$ cat src/design/bap_pkg.sv
// Shared constants for the antialiased cubic Bezier plotter.
// No dependencies; every design file imports this package.
package bap_pkg;

   // Default geometry: pixel coordinate bits and curve fraction bits.
   localparam int COORD_BITS_DEF = 10;
   localparam int FRAC_BITS_DEF  = 16;

   // Curve parameter 1.0 in Q1.16.
   localparam logic [16:0] T_ONE = 17'h10000;

   // Full intensity and its square, used as the shading scale.
   localparam logic [7:0]  SHADE_FULL  = 8'd255;
   localparam logic [15:0] SHADE_SCALE = 16'd65025;

   // Register indexes on the configuration port.
   localparam logic [2:0] REG_P0_X = 3'd0;
   localparam logic [2:0] REG_P0_Y = 3'd1;
   localparam logic [2:0] REG_P1_X = 3'd2;
   localparam logic [2:0] REG_P1_Y = 3'd3;
   localparam logic [2:0] REG_P2_X = 3'd4;
   localparam logic [2:0] REG_P2_Y = 3'd5;
   localparam logic [2:0] REG_P3_X = 3'd6;
   localparam logic [2:0] REG_P3_Y = 3'd7;

   // Result beats of one curve parameter, in output order.
   localparam logic [2:0] BEAT_CENTER = 3'd0;
   localparam logic [2:0] BEAT_NB0    = 3'd1;
   localparam logic [2:0] BEAT_NB1    = 3'd2;
   localparam logic [2:0] BEAT_NB2    = 3'd3;
   localparam logic [2:0] BEAT_NB3    = 3'd4;

   // Shading runs one result bit per step, most significant first.
   localparam logic [2:0] SHADE_TOP_BIT = 3'd7;

endpackage

$ cat src/design/bap_back.sv
// Pixel sequencer: takes one queue entry, shades the four neighbors one result
// bit per cycle in parallel, and sends the five pixel beats. Depends on bap_pkg.
module bap_back
   import bap_pkg::*;
#(
   parameter int COORD_BITS = COORD_BITS_DEF,
   parameter int FRAC_BITS  = FRAC_BITS_DEF
) (
   input  logic                  clock,
   input  logic                  reset,
   input  logic                  q_valid,
   output logic                  q_ready,
   input  logic [2*COORD_BITS+2*(COORD_BITS+1)+4*(2*(FRAC_BITS+1-
                 ((FRAC_BITS>16)?FRAC_BITS-16:0))+1)+
                 (2*(FRAC_BITS+1-((FRAC_BITS>16)?FRAC_BITS-16:0))+1)+16-1:0] q_data,
   output logic                  rsp_valid,
   input  logic                  rsp_ready,
   output logic [COORD_BITS:0]   out_x,
   output logic [COORD_BITS:0]   out_y,
   output logic [7:0]            out_intensity,
   output logic                  out_last
);

   localparam int C   = COORD_BITS;
   localparam int F   = FRAC_BITS;
   localparam int DS  = (F > 16) ? F - 16 : 0;
   localparam int OB  = F + 1 - DS;
   localparam int SB  = 2 * OB + 1;
   localparam int THW = SB + 16;

   logic [C-1:0]   qpx, qpy;
   logic [C:0]     qhx, qhy;
   logic [SB-1:0]  qs [4];
   logic [THW-1:0] qthr;

   assign {qpx, qpy, qhx, qhy, qs[0], qs[1], qs[2], qs[3], qthr} = q_data;

   logic           busy_ff, shading_ff;
   logic [2:0]     bit_ff, beat_ff;
   logic [C-1:0]   px_ff, py_ff;
   logic [C:0]     hx_ff, hy_ff;
   logic [THW-1:0] thr_ff;
   logic [THW-1:0] acc_ff [4], tac_ff [4], sq_ff [4];
   logic [7:0]     n_ff [4];
   logic           load, emit, out_free;
   logic           rsp_valid_ff;
   logic [C:0]     rx_ff, ry_ff, rx_in, ry_in;
   logic [7:0]     ri_ff, ri_in;
   logic           rl_ff, rl_in;

   assign q_ready  = !busy_ff;
   assign load     = q_valid && !busy_ff;
   assign out_free = !rsp_valid_ff || rsp_ready;
   // The center beat goes out while shading runs; neighbor beats wait for it.
   assign emit     = busy_ff && out_free && ((beat_ff == BEAT_CENTER) || !shading_ff);

   // Sequencer control.
   always_ff @(posedge clock) begin
      if (reset) begin
         busy_ff    <= 1'b0;
         shading_ff <= 1'b0;
         bit_ff     <= SHADE_TOP_BIT;
         beat_ff    <= BEAT_CENTER;
      end else if (load) begin
         busy_ff    <= 1'b1;
         shading_ff <= 1'b1;
         bit_ff     <= SHADE_TOP_BIT;
         beat_ff    <= BEAT_CENTER;
      end else begin
         if (shading_ff) begin
            if (bit_ff == 3'd0) shading_ff <= 1'b0;
            else bit_ff <= bit_ff - 3'd1;
         end
         if (emit) begin
            beat_ff <= beat_ff + 3'd1;
            if (beat_ff == BEAT_NB3) busy_ff <= 1'b0;
         end
      end
   end

   // Shading units: n is the largest value with n*n*sk <= 65025*s0. acc holds
   // n*n*sk, tac holds n*sk shifted by bit+1, and sq holds sk shifted by 2*bit.
   logic [THW-1:0] cand [4];

   always_comb begin
      for (int k = 0; k < 4; k++) cand[k] = acc_ff[k] + tac_ff[k] + sq_ff[k];
   end

   always_ff @(posedge clock) begin
      if (load) begin
         px_ff  <= qpx;
         py_ff  <= qpy;
         hx_ff  <= qhx;
         hy_ff  <= qhy;
         thr_ff <= qthr;
         for (int k = 0; k < 4; k++) begin
            acc_ff[k] <= '0;
            tac_ff[k] <= '0;
            sq_ff[k]  <= THW'(qs[k]) << (2 * SHADE_TOP_BIT);
            n_ff[k]   <= 8'd0;
         end
      end else if (shading_ff) begin
         for (int k = 0; k < 4; k++) begin
            sq_ff[k] <= sq_ff[k] >> 2;
            if (cand[k] <= thr_ff) begin
               acc_ff[k] <= cand[k];
               tac_ff[k] <= (tac_ff[k] >> 1) + sq_ff[k];
               n_ff[k]   <= n_ff[k] | (8'd1 << bit_ff);
            end else begin
               tac_ff[k] <= tac_ff[k] >> 1;
            end
         end
      end
   end

   // Payload of the beat about to go out.
   always_comb begin
      rx_in = hx_ff;
      ry_in = hy_ff;
      ri_in = SHADE_FULL;
      rl_in = 1'b0;
      case (beat_ff)
         BEAT_CENTER: begin
            rx_in = {1'b0, px_ff};
            ry_in = {1'b0, py_ff};
         end
         BEAT_NB0: ri_in = n_ff[0];
         BEAT_NB1: begin
            ry_in = hy_ff - (C+1)'(1);
            ri_in = n_ff[1];
         end
         BEAT_NB2: begin
            rx_in = hx_ff - (C+1)'(1);
            ri_in = n_ff[2];
         end
         BEAT_NB3: begin
            rx_in = hx_ff - (C+1)'(1);
            ry_in = hy_ff - (C+1)'(1);
            ri_in = n_ff[3];
            rl_in = 1'b1;
         end
         default: ;
      endcase
   end

   // Output register.
   always_ff @(posedge clock) begin
      if (reset) rsp_valid_ff <= 1'b0;
      else if (emit) rsp_valid_ff <= 1'b1;
      else if (rsp_ready) rsp_valid_ff <= 1'b0;
   end

   always_ff @(posedge clock) begin
      if (emit) begin
         rx_ff <= rx_in;
         ry_ff <= ry_in;
         ri_ff <= ri_in;
         rl_ff <= rl_in;
      end
   end

   assign rsp_valid     = rsp_valid_ff;
   assign out_x         = rx_ff;
   assign out_y         = ry_ff;
   assign out_intensity = ri_ff;
   assign out_last      = rl_ff;

endmodule

$ cat config.mk
export PLATFORM = sky130hd
export DESIGN_NAME = bap_back
export DESIGN_NICKNAME = d
export VERILOG_FILES = /design/src/design/bap_pkg.sv /design/src/design/bap_back.sv
export SDC_FILE = /design/constraint.sdc
export NUM_CORES = 2
export LEC_CHECK = 0
export BUFFER_PORTS_ARGS = -buffer_cell sky130_fd_sc_hd__buf_2
export CORE_MARGIN = 5
export CORE_UTILIZATION = 40
export DETAILED_ROUTE_END_ITERATION = 16
export PLACE_DENSITY = 0.54
export SETUP_SLACK_MARGIN = 0.4
export SLEW_MARGIN = 20
export SYNTH_ARGS = -nofsm -noshare
export SYNTH_HDL_FRONTEND = slang
export SYNTH_SLANG_ARGS = --single-unit
$ cat constraint.sdc
create_clock -name clock -period 15.3 [get_ports clock]
set_input_delay 4.59 -clock clock [delete_from_list [all_inputs] [get_ports clock]]
set_output_delay 4.59 -clock clock [all_outputs]
set_load 0.005 [all_outputs]
==> results.txt <==
first-pass GRT wire length: 283 mm
sequential area share after synthesis: 37.8%
Critical Path RT: 15.66 ns
share of layout cells above drive strength 1: 8.24%
CP delay by family, top: compound AO/OA/AOI/OAI gates
Layout Skew: 0.0634 ns
routability cong.: 0.898
CP max-delay cell: o311ai_0
fill count: 14,800
# setup viols final: 0
CP Max Fanout: 59
DP HPWL: 139 mm
Worst slew margin: 25.6%
min-delay worst type: flip-flop to flip-flop
First DRT Iteration DRCs: 3,593
async set or reset register ratio after synthesis: 0%
CTS Sinks: 769
area of the multi-input gates: 36,300 µm²
max_cap viols: 0
reg2reg end: acc_ff[0][26]
CTS tree: done
syn avg cell area: 9.82 µm²
Setup TNS: 0 ns
fin nets: 7,393
Worst setup EP type: flip-flop
gate count after technology mapping: 6,184
Max H-tree Level: 3
Top FF cell, synth: edfxtp_1
hold path start: rsp_valid
Final Critical Period: 7.82 ns
Cell Chain, Critical Path: fa_1 -> ha_1 -> a211oi_1 -> nor2_1 -> o311ai_0 -> a21oi_1 -> a21boi_0 -> nor2b_1 -> o21ai_0 -> nand2b_1 -> a211oi_1 -> xnor2_1 -> ha_1 -> a21o_1 -> a21o_1 -> a21o_1 -> a221oi_1 -> o22ai_1 -> a41oi_1 -> a21oi_4 -> buf_4 -> o21ai_4 -> buf_4
R2R Path Start: tac_ff[0][2]
Buffers on Ports: 269
Vias: 48,000
Area growth syn-to-layout: 11.1%
PostCTS Resize Cnt: 0
Antenna Nets Post-Route: 0
clk_lat worst skew: 0.75 ns
initial antenna violation count: 12
sequential cell area: 22,900 µm²
via-per-instance ratio: 5.68
EDFF count, synth: 754
Core ar.: 151,000 µm²
Post-CTS Setup Bufs: 0
Die W: 400 µm
Worst-Margin Slew: 1.12 ns
Clock Path Buffers: 3
Post-CTS Hold Fix Bufs: 0
CP Class: flip-flop to flip-flop
most used cell along the critical path: a21o_1
hold worst-path end: rsp_valid
net count after synthesis: 7,237
GRT Total Usage: 22.8%
final max-slew violation count: 0
die footprint: 160,000 µm²
Synth Register Bits: 769
Die Span Y: 400 µm
DRC viols: 0
vias in the first global route: 47,200
Wirelength per Cell: 22.1 µm
Initial DRT Pass Iterations: 8
Max Clk Rate: 128 MHz
Yosys Warn Count: 0
Initial Utilization: 40.1%
slowest stage delay, CP: 0.80 ns
outcome: finished clean
largest net degree at the start of global routing: 153
Syn Std Cell Area: 60,700 µm²
WHS Path Cells: 2
grt total ovfl: 0
worst path bufs/invs: 2
CP startpoint kind: flip-flop
final WL: 187 mm
num rows: 143
Clock Root Buffer: clkbuf_16
WP data arrival: 8.18 ns
R2R cell count: 23
Final Hold Viols: 0
synth unique cells: 97
Num CTS Buffers: 94
final period utilization: 51.1%
Worst R2R Setup Slack: 7.48 ns
Reg clk slew, reported paths: 0.06 ns
Top Ports: 270
RSZ-0062 raised after global routing: no
[state kept, by name, indices dropped and copies added (netlist names), 11 cells and up]
name,cells
out_y,11
sq_ff,196
hy_ff,11
n_ff,32
out_x,11
hx_ff,11
acc_ff,204
thr_ff,51
tac_ff,204
[logic make-up after synthesis]
| kind of cell | share of synthesized area, % |
|---|---|
| buf+inv | 2.77 |
| flops | 37.8 |
| fa+ha+maj | 19.3 |
| compound gates | 18.6 |
| simple gates | 15.1 |
| mux | 1.03 |
| xor+xnor | 5.32 |
[cells in the final DEF (no fill, tap or decap), types with 113 or more instances in the layout]
| master | n |
|---|---|
| buf_2 | 269 |
| edfxtp_1 | 754 |
| a21oi_1 | 584 |
| ha_1 | 612 |
| a21o_1 | 307 |
| o21ai_0 | 351 |
| xnor2_1 | 206 |
| nand4_1 | 113 |
| and2_1 | 273 |
| inv_1 | 190 |
| nor2_1 | 553 |
| xor2_1 | 163 |
| fa_1 | 204 |
| nand2_1 | 609 |
[through the flow]
step | util, % | setup slack, ns | hold slack (ns) | cell area [µm²] | std cells
3_5_place_dp | 42.4 | 7.00 | 0.502 | 64100 | 8273
4_1_cts | 44.5 | 7.50 | 0.508 | 67400 | 8450
2_1_floorplan | - | 1.06 | 0.471 | 60700 | 6184
5_1_grt | 44.6 | 6.86 | 0.554 | 67500 | 8451
3_3_place_gp | 42.4 | 7.11 | 0.490 | 64100 | 8273
6_report | 44.6 | 7.48 | 0.509 | 67500 | 8454
[synthesized netlist by cell type (20+ instances only)]
library cell,instances,share of area [%]
nor3_1,60,0.49
clkbuf_1,219,1.4
o21bai_1,83,1.0
xnor2_1,206,3.0
nand2b_1,42,0.43
o31ai_1,29,0.36
nor2b_1,69,0.71
ha_1,612,13
o21a_1,57,0.70
and3_1,43,0.44
inv_1,191,1.2
a22oi_1,20,0.25
edfxtp_1,754,37
nor2_1,558,3.4
nor4_1,24,0.25
o21ai_0,355,2.9
mux2i_1,60,0.99
xor2_1,163,2.4
a21oi_1,585,4.8
a21o_1,307,3.8
nand4_1,113,1.2
o211ai_1,29,0.36
a211oi_1,41,0.51
fa_1,204,6.7
or3_1,21,0.22
nand2_1,612,3.8
and2_1,273,2.8
a221o_1,30,0.49
nand3_1,91,0.75
a31oi_1,49,0.50
[how the worst max path moves through the flow]
stage,end,slack (ns),cells after the start,startpoint
after floorplan,sq_ff[0][0],1.06,3,q_valid
after global placement,tac_ff[3][46],7.11,8,q_valid
after detailed placement,tac_ff[3][46],7.00,8,q_valid
after CTS,tac_ff[0][42],7.50,27,tac_ff[0][1]
after global routing,tac_ff[0][47],6.86,28,tac_ff[0][1]
final,acc_ff[0][26],7.48,23,tac_ff[0][2]
[per-layer routing]
layer / wire [µm] / global-route usage [%] / vias up
met5: 0 / 0 / -
met4: 6670 / 7.56 / 0
met3: 9400 / 3.18 / 262
met2: 85100 / 36.7 / 1184
met1: 85700 / 31.8 / 23600
li1: - / - / 23000
[worst reg2reg max path: cells and delay by family (launching register included)]
kind	cells	cell delay, ns
AO/OA/AOI/OAI	14	4.19
adder cells (fa/ha/maj)	3	1.13
buffers and inverters	2	1.07
flip-flops	1	0.48
AND/OR/NAND/NOR	3	0.32
XOR/XNOR	1	0.19
[layout make-up]
cell class,count,share of cell area [%]
multi-input combinational,4975,53.7
timing repair buffer,306,2.47
clock buffer,108,3.59
antenna,3,0.0111
inverter,194,1.09
tap,2030,3.77
sequential,769,34.0
clock inverter,69,1.31
Power is left out: the tool's default activity adds up to more than one toggle a clock period on the data nets, which glitch-free logic cannot reach.
