--- src/design/bap_pkg.sv ---
// Shared constants for the antialiased cubic Bezier plotter.
// No dependencies; every design file imports this package.
package bap_pkg;

   // Default geometry: pixel coordinate bits and curve fraction bits.
   localparam int COORD_BITS_DEF = 10;
   localparam int FRAC_BITS_DEF  = 16;

   // Curve parameter 1.0 in Q1.16.
   localparam logic [16:0] T_ONE = 17'h10000;

   // Full intensity and its square, used as the shading scale.
   localparam logic [7:0]  SHADE_FULL  = 8'd255;
   localparam logic [15:0] SHADE_SCALE = 16'd65025;

   // Register indexes on the configuration port.
   localparam logic [2:0] REG_P0_X = 3'd0;
   localparam logic [2:0] REG_P0_Y = 3'd1;
   localparam logic [2:0] REG_P1_X = 3'd2;
   localparam logic [2:0] REG_P1_Y = 3'd3;
   localparam logic [2:0] REG_P2_X = 3'd4;
   localparam logic [2:0] REG_P2_Y = 3'd5;
   localparam logic [2:0] REG_P3_X = 3'd6;
   localparam logic [2:0] REG_P3_Y = 3'd7;

   // Result beats of one curve parameter, in output order.
   localparam logic [2:0] BEAT_CENTER = 3'd0;
   localparam logic [2:0] BEAT_NB0    = 3'd1;
   localparam logic [2:0] BEAT_NB1    = 3'd2;
   localparam logic [2:0] BEAT_NB2    = 3'd3;
   localparam logic [2:0] BEAT_NB3    = 3'd4;

   // Shading runs one result bit per step, most significant first.
   localparam logic [2:0] SHADE_TOP_BIT = 3'd7;

endpackage

--- src/design/bap_queue.sv ---
// Two-entry queue between the front pipeline and the pixel sequencer.
// Depends on bap_pkg only through the common import convention.
module bap_queue
   import bap_pkg::*;
#(
   parameter int DW = 8
) (
   input  logic          clock,
   input  logic          reset,
   input  logic          push_valid,
   output logic          push_ready,
   input  logic [DW-1:0] push_data,
   output logic          pop_valid,
   input  logic          pop_ready,
   output logic [DW-1:0] pop_data
);

   logic [DW-1:0] mem_ff [2];
   logic          wr_ptr_ff, rd_ptr_ff;
   logic [1:0]    count_ff, count_in;
   logic          do_push, do_pop;

   assign push_ready = (count_ff != 2'd2);
   assign pop_valid  = (count_ff != 2'd0);
   assign pop_data   = mem_ff[rd_ptr_ff];
   assign do_push    = push_valid && push_ready;
   assign do_pop     = pop_valid && pop_ready;

   // Occupancy follows pushes and pops.
   always_comb begin
      count_in = count_ff;
      if (do_push && !do_pop) count_in = count_ff + 2'd1;
      else if (!do_push && do_pop) count_in = count_ff - 2'd1;
   end

   always_ff @(posedge clock) begin
      if (reset) begin
         wr_ptr_ff <= 1'b0;
         rd_ptr_ff <= 1'b0;
         count_ff  <= 2'd0;
      end else begin
         count_ff <= count_in;
         if (do_push) wr_ptr_ff <= ~wr_ptr_ff;
         if (do_pop) rd_ptr_ff <= ~rd_ptr_ff;
      end
   end

   // Storage needs no reset.
   always_ff @(posedge clock) begin
      if (do_push) mem_ff[wr_ptr_ff] <= push_data;
   end

endmodule

--- config.mk ---
export PLATFORM = sky130hd
export DESIGN_NAME = bap_queue
export DESIGN_NICKNAME = d
export VERILOG_FILES = /design/src/design/bap_pkg.sv /design/src/design/bap_queue.sv
export SDC_FILE = /design/constraint.sdc
export NUM_CORES = 1
export LEC_CHECK = 0
export BUFFER_PORTS_ARGS = -buffer_cell sky130_fd_sc_hd__buf_2
export CORE_MARGIN = 1
export CORE_UTILIZATION = 48
export DETAILED_ROUTE_END_ITERATION = 8
export PLACE_DENSITY = 0.83
export SLEW_MARGIN = 0
export SYNTH_ARGS = -nofsm -noshare
export SYNTH_HDL_FRONTEND = slang
export SYNTH_SLANG_ARGS = --single-unit
--- constraint.sdc ---
create_clock -name clock -period 2 [get_ports clock]
set_input_delay 0.1 -clock clock [delete_from_list [all_inputs] [get_ports clock]]
set_output_delay 0.1 -clock clock [all_outputs]
set_load 0.01 [all_outputs]
==> results of run 1 <==
[flip-flops by register name (all words and copies together), names as in the netlist, named ones only]
register / flops
mem_ff: 16
count_ff: 2
rd_ptr_ff: 1
wr_ptr_ff: 1
[per-layer routing]
metal / track usage [%] / share of wire (%)
met1: 18.8 / 42
met3: 6.38 / 4.6
met5: 0 / 0
met2: 27.6 / 50
met4: 13.1 / 3.4
[kinds of logic (layout without fill, tap and decap cells)]
group | Yosys count | count (layout) | share of synthesized area [%]
compound gates | 5 | 5 | 3.76
simple gates | 9 | 9 | 6.27
flops | 21 | 21 | 72.7
fa+ha+maj | 1 | 1 | 1.57
xor+xnor | 3 | 3 | 3.29
buf+inv | 2 | 34 | 1.10
mux | 8 | 8 | 11.3
[where the power goes]
group / leakage (nW) / internal, mW / switching (mW) / total (mW)
Sequential: 0.191 / 0.553 / 0.0550 / 0.608
Combinational: 0.206 / 0.183 / 0.166 / 0.349
Clock: 0.0150 / 0.0779 / 0.124 / 0.202
Total: 0.412 / 0.814 / 0.345 / 1.16
[critical path: cells and delay by family, from the launching register on]
family                     cells  cell delay (ns)
and+or+nand+nor                3             0.74
DFF                            1             0.36
adders and majority gates      1             0.33
AOI/OAI and AO/OA              1             0.14
[worst paths after layout]
path | startpoint | end | depth (start not counted)
worst max-delay path | count_ff[0]$_SDFFE_PP0P_ | count_ff[1]$_SDFFE_PP0P_ | 5
worst min-delay path | reset | wr_ptr_ff$_SDFFE_PP0P_ | 2
worst max register to register | count_ff[0]$_SDFFE_PP0P_ | count_ff[1]$_SDFFE_PP0P_ | 5
worst min register to register | count_ff[1]$_SDFFE_PP0P_ | count_ff[1]$_SDFFE_PP0P_ | 2
[cell type report]
class	count	share of cell area [%]
Sequential cell	21	56.7
Multi-Input combinational cell	26	20.4
Timing Repair Buffer	29	18.1
Clock buffer	4	2.56
Tap cell	16	1.95
Inverter	1	0.366
[cell usage in the layout (no fill, tap or decap), types with 2 or more instances in the layout]
cell type,n
dlygate4sd3_1,8
edfxtp_1,16
nor2_1,3
a21oi_1,2
clkbuf_4,3
xor2_1,3
o21ai_0,2
buf_2,21
mux2_2,8
dfxtp_1,5
==> results.yml, run 1 <==
place:
  place_inst: 85
  pre_cts_ws_ns: 0.386
  gp_congestion: 0.641
  place_area_um2: 918
  io_buffers: 21
  dp_hpwl_um: 872
floorplanning:
  dieArea_mm2: 0.00183
  placementRows: 14
  core-area_mm2: 0.00152
  dieHeight_um: 42.8
  die_width_um: 42.8
  start_util_pct: 52.4
  ios: 22
timing:
  worst_slack_ns: 0.365
  finalMaxSlewViolations: 0
  setup_viol: 0
  holdWs_ns: 0.0151
  tns_ns: 0
  fin_crit_ns: 1.64
  clock_skew_ns: 0.00124
  clock.fmax_mhz: 612
  rsz0062_at_grt: "false"
  finalHoldViolCount: 0
  period_share_pct: 81.8
  slew_headroom_pct: 75.0
  tightest_slew_ns: 0.375
synth:
  yosysTopAreaCell: "edfxtp_1"
  synth_common_cells: "edfxtp_1 (16), mux2_2 (8), dfxtp_1 (5)"
  synth_seq_cells: 21
  synthCells: 49
  yosys.cell_types.count: 17
  synth-edff-count: 16
  seq_area_frac_synth_pct: 72.7
  synth_flop_cell: "edfxtp_1"
  syn_nets: 62
  post-synth-top-count-cell: "edfxtp_1"
  synth-async-reset-ratio_pct: 0
  synth.yosys.warnings: 0
  synth_area_leaders: "edfxtp_1 (60%), dfxtp_1 (13%), mux2_2 (11%)"
  synth.top_cell.area_share_pct: 60.2
  syn_area_um2: 798
  avgSynthCellArea_um2: 16.3
setup_path:
  path_cells: "nand2b_1, and2_1, ha_1, or3_1, a21oi_1"
  worst-path-max-fanout: 5
  cp_slowest_cell: "dfxtp_1"
  worstSetupPathType: "reg -> reg"
  crit_path_end_kind: "flop"
  cp.arrival_ns: 1.88
  cp-start-kind: "flop"
  r2r_setup_slack_ns: 0.36
  cp.required_ns: 2.25
  cp_slowest_stage_delay_ns: 0.36
cts:
  cts_buffers: 3
  root_buffer: "clkbuf_4"
  worstSkewPairLatency_ns: 0.30
  clock_path_buffers: 2
  clock_sinks: 21
  clk_pin_slew_worst_paths_ns: 0.11
  cts_resized: 0
  htreeDepth: 1
  cts_tree: "yes"
  cts_setup_buffers: 0
  postCtsHoldBufs: 8
detailed_routing:
  initialDrtViolationCount: 10
  vias: 502
  drt_wl_total_um: 1310
  wl_per_cell_um: 13.5
  vias_per_cell: 5.18
  dr.pass1.iters: 2
  ant_nets: 0
  drc_errors: 0
outcome:
  outcome: "finished, final reports clean"
final_layout:
  drive_gt1_share_pct: 42.0
  fillers: 123
  seq_area_um2: 581
  finalNonFillerCells: 97
  syn2layout_area_growth_pct: 28.4
  final_area_mm2: 0.00102
  multi_input_area_um2: 209
  utilization_pct: 67.2
  layout.nets: 95
  antenna_cells: 0
run:
  cap_violations: 0
power:
  power_density_mw_per_mm2: 1130
  ir_drop_mv: 0.807
  p_leak_nw: 0.412
  power_mw: 1.16
worst_hold_path:
  hold_path.class: "in -> reg"
global_route:
  antenna_found_initial: 0
  grt_usage_pct: 17.5
  grt_pass1_vias: 499
  grt_max_degree: 12
  grt_pass1_wl_um: 2180
  grt_overflow: 0
Note: power is estimated with default switching activity, not from simulation.
==> run 2: changes to the inputs <==
Clock period 2 ns to 1.7 ns, I/O delays scaled along.
==> run 2 against run 1 <==
Against the previous run: cell count up 1.0%; power up 19%; clock power up 18%; global-route usage up 0.27 points; first-iteration DRC count up 30%; non-clock buffer count up 1; final area up 1.7%; critical endpoint unchanged; setup slack worse by 0.25 ns; fmax up 3.3%.
==> results.yml, run 2 (same netlist as run 1, synthesis figures left out) <==
global_route:
  antenna_found_initial: 0
  grt_max_degree: 12
  grt_pass1_vias: 508
  grt_pass1_wl_um: 2210
  grt_overflow: 0
  grt_usage_pct: 17.7
timing:
  holdWs_ns: 0.0922
  setup_viol: 0
  rsz0062_at_grt: "false"
  fin_crit_ns: 1.58
  period_share_pct: 93.1
  finalHoldViolCount: 0
  finalMaxSlewViolations: 0
  slew_headroom_pct: 74.6
  tightest_slew_ns: 0.381
  tns_ns: 0
  clock.fmax_mhz: 632
  clock_skew_ns: 0.00217
final_layout:
  layout_commonest_cell: "buf_2"
  drive_gt1_share_pct: 42.7
  largestRegisters: "mem_ff (16), count_ff (2)"
  layout_common_cells: "buf_2 (21), edfxtp_1 (16), dlygate4sd3_1 (9), mux2_2 (8), dfxtp_1 (5)"
  antenna_cells: 0
  layout.nets: 96
  final_area_mm2: 0.00104
  syn2layout_area_growth_pct: 30.6
  largest_reg_flops: 16
  top_register: "mem_ff"
place:
  io_buffers: 21
  gp_congestion: 0.641
  place_area_um2: 918
  dp_hpwl_um: 872
floorplanning:
  die_width_um: 42.8
  start_util_pct: 52.4
  core-area_mm2: 0.00152
  dieHeight_um: 42.8
  placementRows: 14
  dieArea_mm2: 0.00183
  ios: 22
detailed_routing:
  ant_nets: 0
  drc_errors: 0
  initialDrtViolationCount: 13
  vias_per_cell: 5.13
  wl_per_cell_um: 13.4
  drt_wl_total_um: 1310
  vias: 503
  dr.pass1.iters: 4
setup_path:
  rr_worst_depth: 5
  r2r-start: "count_ff[0]$_SDFFE_PP0P_"
  endpoint: "count_ff[1]$_SDFFE_PP0P_"
  worstSetupPathType: "reg -> reg"
  r2r_setup_slack_ns: 0.12
  r2r-end: "count_ff[1]$_SDFFE_PP0P_"
  cp_slowest_stage_delay_ns: 0.37
  crit_path_end_kind: "flop"
  worst-path-max-fanout: 5
  cp-start-kind: "flop"
  cp_slowest_cell: "dfxtp_1"
  path_cells: "nand2b_4, and2_1, ha_1, or3_1, a21oi_1"
  startpoint: "count_ff[0]$_SDFFE_PP0P_"
  cp.arrival_ns: 1.83
  cp.required_ns: 1.95
power:
  power_frac_seq_pct: 52.1
  ir_drop_mv: 1.02
  power_density_mw_per_mm2: 1330
  p_int_uw: 971
  p_sw_share_pct: 29.8
  p_leak_nw: 0.419
  p_comb_share_pct: 30.7
  pwr-share-clk_pct: 17.2
  p_switching_uw: 412
cts:
  clock_sinks: 21
  cts_buffers: 3
  cts_tree: "yes"
  clk_pin_slew_worst_paths_ns: 0.11
  cts_setup_buffers: 0
  htreeDepth: 1
  clock_path_buffers: 2
  root_buffer: "clkbuf_4"
  worstSkewPairLatency_ns: 0.30
worst_hold_path:
  hold_path.class: "in -> reg"
run:
  cap_violations: 0
outcome:
  outcome: "finished, final reports clean"
## run 2: worst min path at each step
| stage | startpoint | endpoint | cells after the start |
|---|---|---|---|
| finish | push_valid | wr_ptr_ff$_SDFFE_PP0P_ | 3 |
| CTS | push_valid | wr_ptr_ff$_SDFFE_PP0P_ | 3 |
| global route | push_valid | wr_ptr_ff$_SDFFE_PP0P_ | 3 |
| floorplan | reset | count_ff[1]$_SDFFE_PP0P_ | 1 |
| global placement | push_data[4] | mem_ff[0][4]$_DFFE_PP_ | 1 |
| detailed placement | push_data[2] | mem_ff[0][2]$_DFFE_PP_ | 1 |
## run 2: layout make-up
class                   count  area (µm²)
clock buffers               4        26.3
inverters                   1        3.75
well taps                  16        20.0
fillers                   119         482
flip-flops and latches     21         581
repair buffers             30         195
multi-input cells          26         216
## run 2: metal layers
metal,vias up,global-route usage (%),wire length (µm)
met5,-,0,0
met4,0,13.1,44
met3,5,6.38,62
met2,17,28.2,655
met1,234,19.1,549
li1,247,-,-
## run 2: repair_timing
item | in CTS | in global routing
endpoints found under the setup margin | 0 | 1
hold endpoints to repair | 19 | 0
hold buffers | 9 | 0
resized for setup | 0 | 2
## run 2: power by group through the flow
stage | clock (mW) | sequential (mW) | combinational (mW)
2_1_floorplan | 0 | 0.691 | 0.300
3_3_place_gp | 0 | 0.720 | 0.384
3_5_place_dp | 0 | 0.727 | 0.401
4_1_cts | 0.244 | 0.717 | 0.417
5_1_grt | 0.270 | 0.735 | 0.475
6_report | 0.238 | 0.721 | 0.424
## run 2: worst max-delay path, delay by kind of cell (launching register included)
kind	cells	cell delay (ns)
adders and majority gates	1	0.33
AOI/OAI and AO/OA	1	0.14
DFF	1	0.37
and+or+nand+nor	3	0.69
## run 2: metrics by stage
stage	power (mW)	utilization (%)	std cells	setup WS (ns)
after global placement	1.10	60.3	85	0.156
final	1.38	68.4	98	0.117
after detailed placement	1.13	60.3	85	0.0858
after CTS	1.38	67.9	98	0.0659
after floorplan	0.992	-	49	0.118
after global routing	1.48	68.4	98	0.0374
